**config.mk**
```make
export PLATFORM = sky130hd
export DESIGN_NAME = charset_bytes_to_ucs2_decoder
export DESIGN_NICKNAME = d
export VERILOG_FILES = /design/src/cbu_pkg.sv /design/src/cbu_decode.sv /design/src/charset_bytes_to_ucs2_decoder.sv
export VERILOG_INCLUDE_DIRS = /design/src /design/src/src
export SDC_FILE = /design/constraint.sdc
export NUM_CORES = 1
export LEC_CHECK = 0
export BUFFER_PORTS_ARGS = -buffer_cell sky130_fd_sc_hd__buf_4
export CAP_MARGIN = 15
export CORE_MARGIN = 5
export CORE_UTILIZATION = 60
export CTS_CLUSTER_DIAMETER = 200
export CTS_CLUSTER_SIZE = 8
export DETAILED_ROUTE_END_ITERATION = 16
export PLACE_DENSITY = 0.8
export SYNTH_ARGS = -nofsm -noshare
export SYNTH_HDL_FRONTEND = slang
export SYNTH_SLANG_ARGS = --single-unit
export TNS_END_PERCENT = 100
```
**constraint.sdc**
```tcl
create_clock -name clk -period 8 [get_ports clk]
set_input_delay 0 -clock clk [delete_from_list [all_inputs] [get_ports clk]]
set_output_delay 0 -clock clk [all_outputs]
set_load 0.01 [all_outputs]
```
**src/charset_bytes_to_ucs2_decoder_assert.svh**
```systemverilog
// Assertion macros for the charset decoder; clocked on clk, quiet in reset.
`ifndef CHARSET_BYTES_TO_UCS2_DECODER_ASSERT_SVH
`define CHARSET_BYTES_TO_UCS2_DECODER_ASSERT_SVH

// plain invariant
`define CBU_ASSERT(name, prop, msg) \
  name: assert property (@(posedge clk) disable iff (rst) (prop)) else $error(msg);

// implication in the same cycle
`define CBU_ASSERT_IMP(name, ante, cons, msg) \
  name: assert property (@(posedge clk) disable iff (rst) (ante) |-> (cons)) else $error(msg);

`endif

```
**src/cbu_pkg.sv**
```systemverilog
package cbu_pkg;

  localparam logic [1:0] MODE_LATIN1  = 2'd0;
  localparam logic [1:0] MODE_UTF8    = 2'd1;
  localparam logic [1:0] MODE_UTF16BE = 2'd2;
  localparam logic [1:0] MODE_UTF16LE = 2'd3;

  localparam logic KIND_UNIT = 1'b0;
  localparam logic KIND_TAIL = 1'b1;

  localparam logic [15:0] BAD_UNIT = 16'hFFFD;

  localparam logic REG_CHARSET_MODE = 1'b0;

  localparam int QUEUE_DEPTH = 8;

  typedef struct packed {
    logic [7:0] data_byte;
    logic       end_of_chunk;
  } in_word_t;

  typedef struct packed {
    logic        result_kind;
    logic [15:0] code_unit;
    logic [1:0]  tail_bytes;
    logic        last_of_run;
  } out_word_t;

  // results produced by one byte, at most two
  typedef struct packed {
    logic [1:0] count;
    out_word_t  r0;
    out_word_t  r1;
  } dec_out_t;

  function automatic out_word_t mk_word(logic kind, logic [15:0] unit, logic [1:0] tail);
    out_word_t w;
    w.result_kind = kind;
    w.code_unit   = unit;
    w.tail_bytes  = tail;
    w.last_of_run = 1'b0;
    return w;
  endfunction

endpackage

```
**src/cbu_decode.sv**
```systemverilog
module cbu_decode (
  input  logic                clk,
  input  logic                rst,
  input  logic                clear,
  input  logic [1:0]          mode,
  input  logic                word_valid,
  input  cbu_pkg::in_word_t   word,
  output cbu_pkg::dec_out_t   dec
);

  logic [2:0]  expected_length, expected_length_next;
  logic [1:0]  held_count, held_count_next;
  logic [15:0] partial_value, partial_value_next;
  logic [7:0]  pending_first_byte, pending_first_byte_next;
  logic        first_byte_held, first_byte_held_next;

  cbu_pkg::out_word_t res [2];
  logic [1:0]  n;
  logic        fresh;
  logic [2:0]  held_inc;
  logic [15:0] part_inc;
  logic [2:0]  len;
  logic [15:0] part_lead;
  logic [7:0]  b;
  logic        eoc;

  assign b   = word.data_byte;
  assign eoc = word.end_of_chunk;
  assign held_inc = {1'b0, held_count} + 3'd1;
  assign part_inc = {partial_value[9:0], b[5:0]};

  always_comb begin
    expected_length_next    = expected_length;
    held_count_next         = held_count;
    partial_value_next      = partial_value;
    pending_first_byte_next = pending_first_byte;
    first_byte_held_next    = first_byte_held;
    res[0] = cbu_pkg::mk_word(cbu_pkg::KIND_UNIT, 16'd0, 2'd0);
    res[1] = cbu_pkg::mk_word(cbu_pkg::KIND_UNIT, 16'd0, 2'd0);
    n      = 2'd0;
    fresh  = 1'b0;
    len       = 3'd0;
    part_lead = 16'd0;

    if (word_valid) begin
      if (mode == cbu_pkg::MODE_UTF8 && expected_length != 3'd0) begin
        if (b[7:6] == 2'b10) begin
          if (held_inc >= expected_length) begin
            res[n[0]] = cbu_pkg::mk_word(cbu_pkg::KIND_UNIT,
              (expected_length == 3'd4) ? cbu_pkg::BAD_UNIT : part_inc, 2'd0);
            n = n + 2'd1;
            expected_length_next = 3'd0;
            held_count_next      = 2'd0;
            partial_value_next   = 16'd0;
          end else if (eoc) begin
            res[n[0]] = cbu_pkg::mk_word(cbu_pkg::KIND_TAIL, 16'd0, held_inc[1:0]);
            n = n + 2'd1;
            expected_length_next = 3'd0;
            held_count_next      = 2'd0;
            partial_value_next   = 16'd0;
          end else begin
            held_count_next    = held_inc[1:0];
            partial_value_next = part_inc;
          end
        end else begin
          // sequence cut short: flag it, then take this byte afresh
          res[n[0]] = cbu_pkg::mk_word(cbu_pkg::KIND_UNIT, cbu_pkg::BAD_UNIT, 2'd0);
          n = n + 2'd1;
          expected_length_next = 3'd0;
          held_count_next      = 2'd0;
          partial_value_next   = 16'd0;
          fresh = 1'b1;
        end
      end else begin
        fresh = 1'b1;
      end

      if (fresh) begin
        if (mode == cbu_pkg::MODE_LATIN1) begin
          res[n[0]] = cbu_pkg::mk_word(cbu_pkg::KIND_UNIT, {8'd0, b}, 2'd0);
          n = n + 2'd1;
        end else if (mode == cbu_pkg::MODE_UTF16BE || mode == cbu_pkg::MODE_UTF16LE) begin
          if (first_byte_held) begin
            res[n[0]] = cbu_pkg::mk_word(cbu_pkg::KIND_UNIT,
              (mode == cbu_pkg::MODE_UTF16BE) ? {pending_first_byte, b}
                                              : {b, pending_first_byte}, 2'd0);
            n = n + 2'd1;
            pending_first_byte_next = 8'd0;
            first_byte_held_next    = 1'b0;
          end else if (eoc) begin
            res[n[0]] = cbu_pkg::mk_word(cbu_pkg::KIND_TAIL, 16'd0, 2'd1);
            n = n + 2'd1;
          end else begin
            pending_first_byte_next = b;
            first_byte_held_next    = 1'b1;
          end
        end else begin
          if (!b[7]) begin
            res[n[0]] = cbu_pkg::mk_word(cbu_pkg::KIND_UNIT, {8'd0, b}, 2'd0);
            n = n + 2'd1;
          end else if (b[7:5] == 3'b110) begin
            len       = 3'd2;
            part_lead = {11'd0, b[4:0]};
          end else if (b[7:4] == 4'b1110) begin
            len       = 3'd3;
            part_lead = {12'd0, b[3:0]};
          end else if (b[7:3] == 5'b11110) begin
            len       = 3'd4;
            part_lead = 16'd0;
          end else begin
            res[n[0]] = cbu_pkg::mk_word(cbu_pkg::KIND_UNIT, cbu_pkg::BAD_UNIT, 2'd0);
            n = n + 2'd1;
          end
          if (len != 3'd0) begin
            if (eoc) begin
              res[n[0]] = cbu_pkg::mk_word(cbu_pkg::KIND_TAIL, 16'd0, 2'd1);
              n = n + 2'd1;
            end else begin
              expected_length_next = len;
              held_count_next      = 2'd1;
              partial_value_next   = part_lead;
            end
          end
        end
      end

      if (n == 2'd1) begin
        res[0].last_of_run = 1'b1;
      end else if (n == 2'd2) begin
        res[1].last_of_run = 1'b1;
      end
    end
  end

  assign dec.count = n;
  assign dec.r0    = res[0];
  assign dec.r1    = res[1];

  always_ff @(posedge clk) begin
    if (rst || clear) begin
      expected_length    <= 3'd0;
      held_count         <= 2'd0;
      partial_value      <= 16'd0;
      pending_first_byte <= 8'd0;
      first_byte_held    <= 1'b0;
    end else begin
      expected_length    <= expected_length_next;
      held_count         <= held_count_next;
      partial_value      <= partial_value_next;
      pending_first_byte <= pending_first_byte_next;
      first_byte_held    <= first_byte_held_next;
    end
  end

endmodule

```
**src/charset_bytes_to_ucs2_decoder.sv**
```systemverilog
// Path: a byte accepted on the input is registered in s1_word, decoded combinationally
//   and written into the result queue, and its first result is offered from the queue head.
// Throughput: one byte per cycle while in_stall is low; a byte giving two results is
//   absorbed by the QDEPTH-entry result queue. in_stall rises when the queue may overflow.
// Reset: synchronous, clears charset_mode to Latin-1, all sequence state and the queue.
module charset_bytes_to_ucs2_decoder #(
  parameter int QDEPTH = cbu_pkg::QUEUE_DEPTH
) (
  input  logic                clk,
  input  logic                rst,
  input  logic                in_valid,
  output logic                in_stall,
  input  cbu_pkg::in_word_t   in_data,
  output logic                out_valid,
  input  logic                out_stall,
  output cbu_pkg::out_word_t  out_data,
  input  logic                psel,
  input  logic                penable,
  input  logic                pwrite,
  input  logic [2:0]          paddr,
  input  logic [31:0]         pwdata,
  output logic [31:0]         prdata,
  output logic                pready
);

  localparam int PW = $clog2(QDEPTH);
  localparam int CW = $clog2(QDEPTH + 1);

  logic [1:0]         charset_mode;
  logic               cfg_write;
  logic               mode_write;

  logic               s1_valid;
  cbu_pkg::in_word_t  s1_word;
  cbu_pkg::dec_out_t  dec;

  cbu_pkg::out_word_t q [QDEPTH];
  logic [PW-1:0]      wr_ptr, rd_ptr;
  logic [CW-1:0]      q_count, q_count_next;
  logic               pop;
  logic               in_take;
  logic [CW:0]        committed;

  // config port
  assign pready     = 1'b1;
  assign cfg_write  = psel && penable && pwrite && pready;
  assign mode_write = cfg_write && (paddr[2] == cbu_pkg::REG_CHARSET_MODE);
  assign prdata     = (paddr[2] == cbu_pkg::REG_CHARSET_MODE) ? {30'd0, charset_mode} : 32'd0;

  always_ff @(posedge clk) begin
    if (rst) begin
      charset_mode <= cbu_pkg::MODE_LATIN1;
    end else if (mode_write) begin
      charset_mode <= pwdata[1:0];
    end
  end

  // room for the word in flight and the incoming one, two results each
  assign committed = {1'b0, q_count} + (s1_valid ? (CW+1)'(2) : (CW+1)'(0));
  assign in_stall  = committed > (CW+1)'(QDEPTH - 2);
  assign in_take   = in_valid && !in_stall;

  always_ff @(posedge clk) begin
    if (rst) begin
      s1_valid <= 1'b0;
    end else begin
      s1_valid <= in_take;
    end
  end

  always_ff @(posedge clk) begin
    if (in_take) begin
      s1_word <= in_data;
    end
  end

  cbu_decode u_decode (
    .clk        (clk),
    .rst        (rst),
    .clear      (mode_write),
    .mode       (charset_mode),
    .word_valid (s1_valid),
    .word       (s1_word),
    .dec        (dec)
  );

  // result queue
  assign out_valid = q_count != '0;
  assign out_data  = q[rd_ptr];
  assign pop       = out_valid && !out_stall;
  assign q_count_next = q_count + CW'(dec.count) - (pop ? CW'(1) : CW'(0));

  always_ff @(posedge clk) begin
    if (dec.count != 2'd0) begin
      q[wr_ptr] <= dec.r0;
    end
    if (dec.count == 2'd2) begin
      q[wr_ptr + PW'(1)] <= dec.r1;
    end
  end

  always_ff @(posedge clk) begin
    if (rst) begin
      wr_ptr  <= '0;
      rd_ptr  <= '0;
      q_count <= '0;
    end else begin
      wr_ptr  <= wr_ptr + PW'(dec.count);
      q_count <= q_count_next;
      if (pop) begin
        rd_ptr <= rd_ptr + PW'(1);
      end
    end
  end

`include "charset_bytes_to_ucs2_decoder_assert.svh"

  `CBU_ASSERT(a_queue_bound, q_count <= CW'(QDEPTH), "result queue overflow")
  `CBU_ASSERT_IMP(a_room_for_word, s1_valid, q_count <= CW'(QDEPTH - 2), "no room for decoded word")
  `CBU_ASSERT_IMP(a_latin1_single, s1_valid && charset_mode == cbu_pkg::MODE_LATIN1, dec.count == 2'd1, "latin1 byte must give one result")
  `CBU_ASSERT_IMP(a_idle_no_push, !s1_valid, dec.count == 2'd0, "result pushed without a word")

endmodule
```
# == After elaboration in Yosys (flattened, before gate mapping) ==
# Memory sizes are Yosys's and may differ from the RTL's. A register that Yosys moved wholly into a read port is not among the register bits.
# Index checks and enable logic that the tools add are counted.
# W data, S select, Z words.
# totals
output_inout_bits,55
wordCells,180
memories,1
ram_bits,160
in_bits,51
register_bits,52
# op_classes
n_eq_ne,12
reduce_logical,19
order_cmp,6
bitwise,13
addsub,9
mux,108
# mem_list
memory,depth,word_bits,read_ports,rd_ports_with_merged_regs,write_ports,line,text
q,8,20,1,1,2,charset_bytes_to_ucs2_decoder.sv:37,cbu_pkg::out_word_t q [QDEPTH];
# ops
op,count
$mux W40,16
$mux W16,13
$mux W20,7
$bwmux W40,2
$and A36 B36 Y36,2
$not A36 Y36,2
$mux W2,32
$mux W3,19
$demux W20 S1,2
$or A30 B30 Y30,1
$mux W8,2
$mux W1,14
$and A10 B10 Y10,1
$eq A2 B2 Y1 const B,5
$not A10 Y10,1
$logic_and A1 B1 Y1,8
$or A4 B4 Y4,2
$add A3 B1 Y3 const B,2
$eq A3 B3 Y1 const B,2
$reduce_bool A3 Y1,2
$add A4 B2 Y5,1
$eq A5 B5 Y1 const B,1
$gt A5 B3 Y1 const B,1
$reduce_and A5 Y1,1
other kinds (20),28

# == Depth between registers and ports, before layout ==
# logic_depth
ltp_word,30
depth_mapped,23
depth_no_buf,23

# == Modules after synthesis ==
# Synthesis repeated with hierarchy kept, for this count alone.
# hier_totals
hier_cells,897
area_unflattened_um2,12086.6
# by_module_without_submodules
module,seq_area_each_um2,cells_per_inst,n_inst,area_per_inst_um2
charset_bytes_to_ucs2_decoder,5395.2,562,1,9745.6
cbu_decode,480.5,335,1,2341.0

# == Worst setup path before layout ==
# OpenSTA, ideal clock, no wires.
# synth_path
kind,register to register
startpoint,register u_decode.held_count[0]
endpoint,"memory q[0][0] in the netlist's numbering, enable pin"
setup_ns,0.454
path_stages_with_launch,18
t_required_ns,7.546
period_less_slack_ns,6.071
n_path_buf,0
setup_slack_ns,1.929
arrival_time_ns,5.617
path_cell_list,dfxtp_1 -> ha_1 -> ha_1 -> nand2_1 -> o21ai_0 -> nor2_1 -> nor2_1 -> ha_1 -> nor2b_1 -> a32oi_1 -> nand2_1 -> inv_1 -> ha_1 -> o22ai_1 -> a311oi_2 -> and2_1 -> nor2_1 -> o41ai_1
# synth_lines
element,line,text
"start, declared",cbu_decode.sv:12,"logic [1:0] held_count, held_count_next;"
"start signal, assigned",cbu_decode.sv:148,held_count <= held_count_next;
"end, declared",charset_bytes_to_ucs2_decoder.sv:37,

==> flow_summary_export.csv <==
group,metric,value,unit
status,status,"finished clean",
setup_path,cp.required,8.24,ns
sta,fin_crit_sh,0.7148,
floorplanning,core_area,18150,µm²
placed_design,dp_slack,2.404,ns
sta,fin_setup_tns,0,ns
placed_design,io_buffers,42,
synthesis,syn_area,11160,µm²
grt,antenna_found_initial,0,
clock_tree,clk_latency,0.56,ns
clock_tree,clkTransAtPathRegs,0.05,ns
sta,max_freq,174.9,MHz
final_layout,drive_above_1_share,0.2271,
grt,grt-ovfl-total,0,
synthesis,synth.avg_cell_area,12.44,µm²
final_layout,fillers,1268,
synthesis,synth_cell_types,61,
floorplanning,row_count,49,
sta,grt_setup_unrepaired,"no",
setup_path,cp_data_arrival_time,5.95,ns
clock_tree,post_cts_resized,0,
floorplanning,start_util,0.6151,
route,first_iter_violations,698,
power_and_ir_drop,pwr-share-comb,0.210,
power_and_ir_drop,seqPwrFrac,0.417,
clock_tree,postCtsSetupRepairBufs,0,
power_and_ir_drop,switching_share,0.2688,
synthesis,yosysWarnings,0,
clock_tree,htreeDepth,1,
power_and_ir_drop,p_leak,4.784,nW
final_layout,antenna_cells,0,
synthesis,synth_flop_cell,"edfxtp_1",
route,drc_errors,0,
power_and_ir_drop,power,3.113,mW
placed_design,place.gp.congestion,0.9632,
sta,slew_headroom,0.2045,
power_and_ir_drop,max-vdd-ir-drop,0.2530,mV
synthesis,synth_top_area_cell,"edfxtp_1",
sta,worstMarginPinSlew,1.183,ns
final_layout,multi_input_area,4900,µm²
synthesis,synth.top_cells.by_area,"edfxtp_1, mux4_2, dfxtp_1",
placed_design,hpwl,16810,µm
floorplanning,die_x,146.4,µm
sta,setup_viol,0,
final_layout,area.growth.synth_to_final,13.65,%
setup_path,cp-end-kind,"flip-flop",
grt,grt_max_degree,49,
synthesis,synth_edf_count,169,
placed_design,placed_cell_area,11620,µm²
worst_hold_path,hold_path.class,"input pin to flip-flop",
grt,grt_pass1_wl,43070,µm
synthesis,yosysTopAreaCellShare,0.4547,
power_and_ir_drop,power_frac_clock,0.373,
clock_tree,numCtsBuffers,30,
sta,min_period,5.718,ns
clock_tree,clock_path_buffers,3,
setup_path,worstSetupStartpointType,"flip-flop",
power_and_ir_drop,power.switching,0.8369,mW
synthesis,async_reset_ff_frac,0,
route,via_per_inst,6.341,
route,via_count,7622,
final_layout,finish.utilization,0.6990,
final_layout,fin_nets,1021,
route,postRouteAntennaNets,0,
power_and_ir_drop,power_density,245.4,nW/µm²
floorplanning,num_io_pins,106,
synthesis,yosys-top-cells-count,"edfxtp_1, mux2i_1, nor2_1",
route,routed_wl,27160,µm
clock_tree,cts_tree,"built",
route,firstDrtPassIters,5,
synthesis,seq_area_frac_synth,0.5264,
grt,grtUsageTotal,0.2528,
setup_path,critPathKind,"flip-flop to flip-flop",
clock_tree,numClockSinks,209,
job,max_cap_violations,0,
grt,grt_pass1_vias,7728,
synthesis,yosysMostFrequentCell,"edfxtp_1",
power_and_ir_drop,internal_power,2.276,mW
final_layout,seq_area,5878,µm²
sta,final-hold-violation-count,0,
synthesis,syn_inst,897,
clock_tree,cts_root_buf,"clkbuf_16",
sta,skew,0.01302,ns
setup_path,crit_path_max_fanout,12,
route,detail_route.wl_per_cell,22.60,µm
floorplanning,die_y,146.4,µm
sta,finalMaxSlewViolations,0,
sta,timing.final.ws_setup,2.282,ns
synthesis,ys_ff_latch,209,
final_layout,stdcell_area,12690,µm²
floorplanning,die-area,21430,µm²
==> state kept, by name, indices dropped and copies added (netlist names), named ones only <==
signal                       cells
u_decode.held_count              2
q                              160
u_decode.expected_length         3
q_count                          4
u_decode.pending_first_byte      8
wr_ptr                           3
charset_mode                     2
u_decode.first_byte_held         1
s1_valid                         1
s1_word                          9
rd_ptr                           3
u_decode.partial_value          10
==> critical path, cell delays in order, from the launching register on <==
cell	delay (ns)
dfxtp_1	0.41
ha_1	0.29
ha_1	0.29
nand2_1	0.06
o21ai_0	0.33
nor2_1	0.15
nor2_1	0.58
ha_1	0.40
nor2b_1	0.13
a32oi_1	0.07
nand2_1	0.18
inv_1	0.08
ha_1	0.28
o22ai_1	0.07
a311oi_2	0.52
and2_1	0.30
nor2_1	0.25
o31ai_4	0.62
buf_4	0.38
==> metrics by stage <==
stage                     cells  hold slack, ns
after floorplan             926         0.04292
after global placement     1127          0.1779
after detailed placement   1127          0.1795
after CTS                  1202          0.1505
after global routing       1202          0.1635
final                      1202          0.1590
==> power by group through the flow <==
stage / Combinational [mW] / Sequential, mW / Clock (mW)
after global placement: 0.632 / 1.32 / 0
after detailed placement: 0.647 / 1.32 / 0
after global routing: 0.722 / 1.30 / 1.22
final: 0.654 / 1.30 / 1.16
after CTS: 0.659 / 1.30 / 1.17
after floorplan: 0.496 / 1.27 / 0
==> worst paths after layout <==
check / start / endpoint / slack (ns) / depth (start not counted)
worst min register to register: u_decode.pending_first_byte[6] / u_decode.pending_first_byte[6] / 0.49 / 2
worst max register to register: u_decode.held_count[0] / q[3][14] / 2.28 / 18
worst min-delay path: in_data[7] / s1_word[7] / 0.16 / 2
worst max-delay path: u_decode.held_count[0] / q[3][14] / 2.28 / 18
==> logic make-up (layout without fill, tap and decap cells) <==
group | Yosys count | in the layout | share of synthesized area
simple gates | 207 | 207 | 0.09124
buf+inv | 111 | 158 | 0.04955
xor+xnor | 8 | 8 | 0.006278
mux | 187 | 187 | 0.2202
fa+ha+maj | 21 | 21 | 0.02489
flops | 209 | 209 | 0.5264
other cells | 2 | 31 | 0.0006728
compound gates | 152 | 152 | 0.08082
==> area by class of cell <==
type,instances,share of cell area
flip-flops and latches,209,0.4634
well taps,229,0.02259
clock inverters,2,0.003058
inverters,19,0.005622
multi-input cells,606,0.3862
clock buffers,54,0.06628
repair buffers,83,0.05287
==> cell usage in the layout, fill, tap and decap left out, drive strengths merged, types with 2 or more instances in the layout <==
master       instances
edfxtp             169
mux2i               79
nor2                72
o21ai               71
mux2                68
buf                 64
clkbuf              54
nand2               41
mux4                40
dfxtp               40
nand3               34
a21oi               33
conb                31
inv                 19
ha                  19
dlygate4sd3         19
nor3                13
nor2b               12
a22oi               11
nand2b              11
o22ai                7
xnor2                7
and2                 6
o211ai               5
or3                  4
nand4                4
o31ai                4
a21o                 3
or2                  3
a32oi                2
a311oi               2
o41ai                2
fa                   2
a21boi               2
nor4b                2
clkinv               2
==> timing repair <==
item,CTS,global route
hold endpoints to repair,34,0
hold buffers,19,0
endpoints found under the setup margin,0,0
==> per-layer routing <==
metal	wire length, µm	up-vias	global-route usage
met1	10800	3734	0.3441
met3	2286	62	0.04958
met2	13210	389	0.4158
li1	-	3437	-
met4	864	0	0.07761
met5	0	-	0
(Power assumes the default switching activity.)
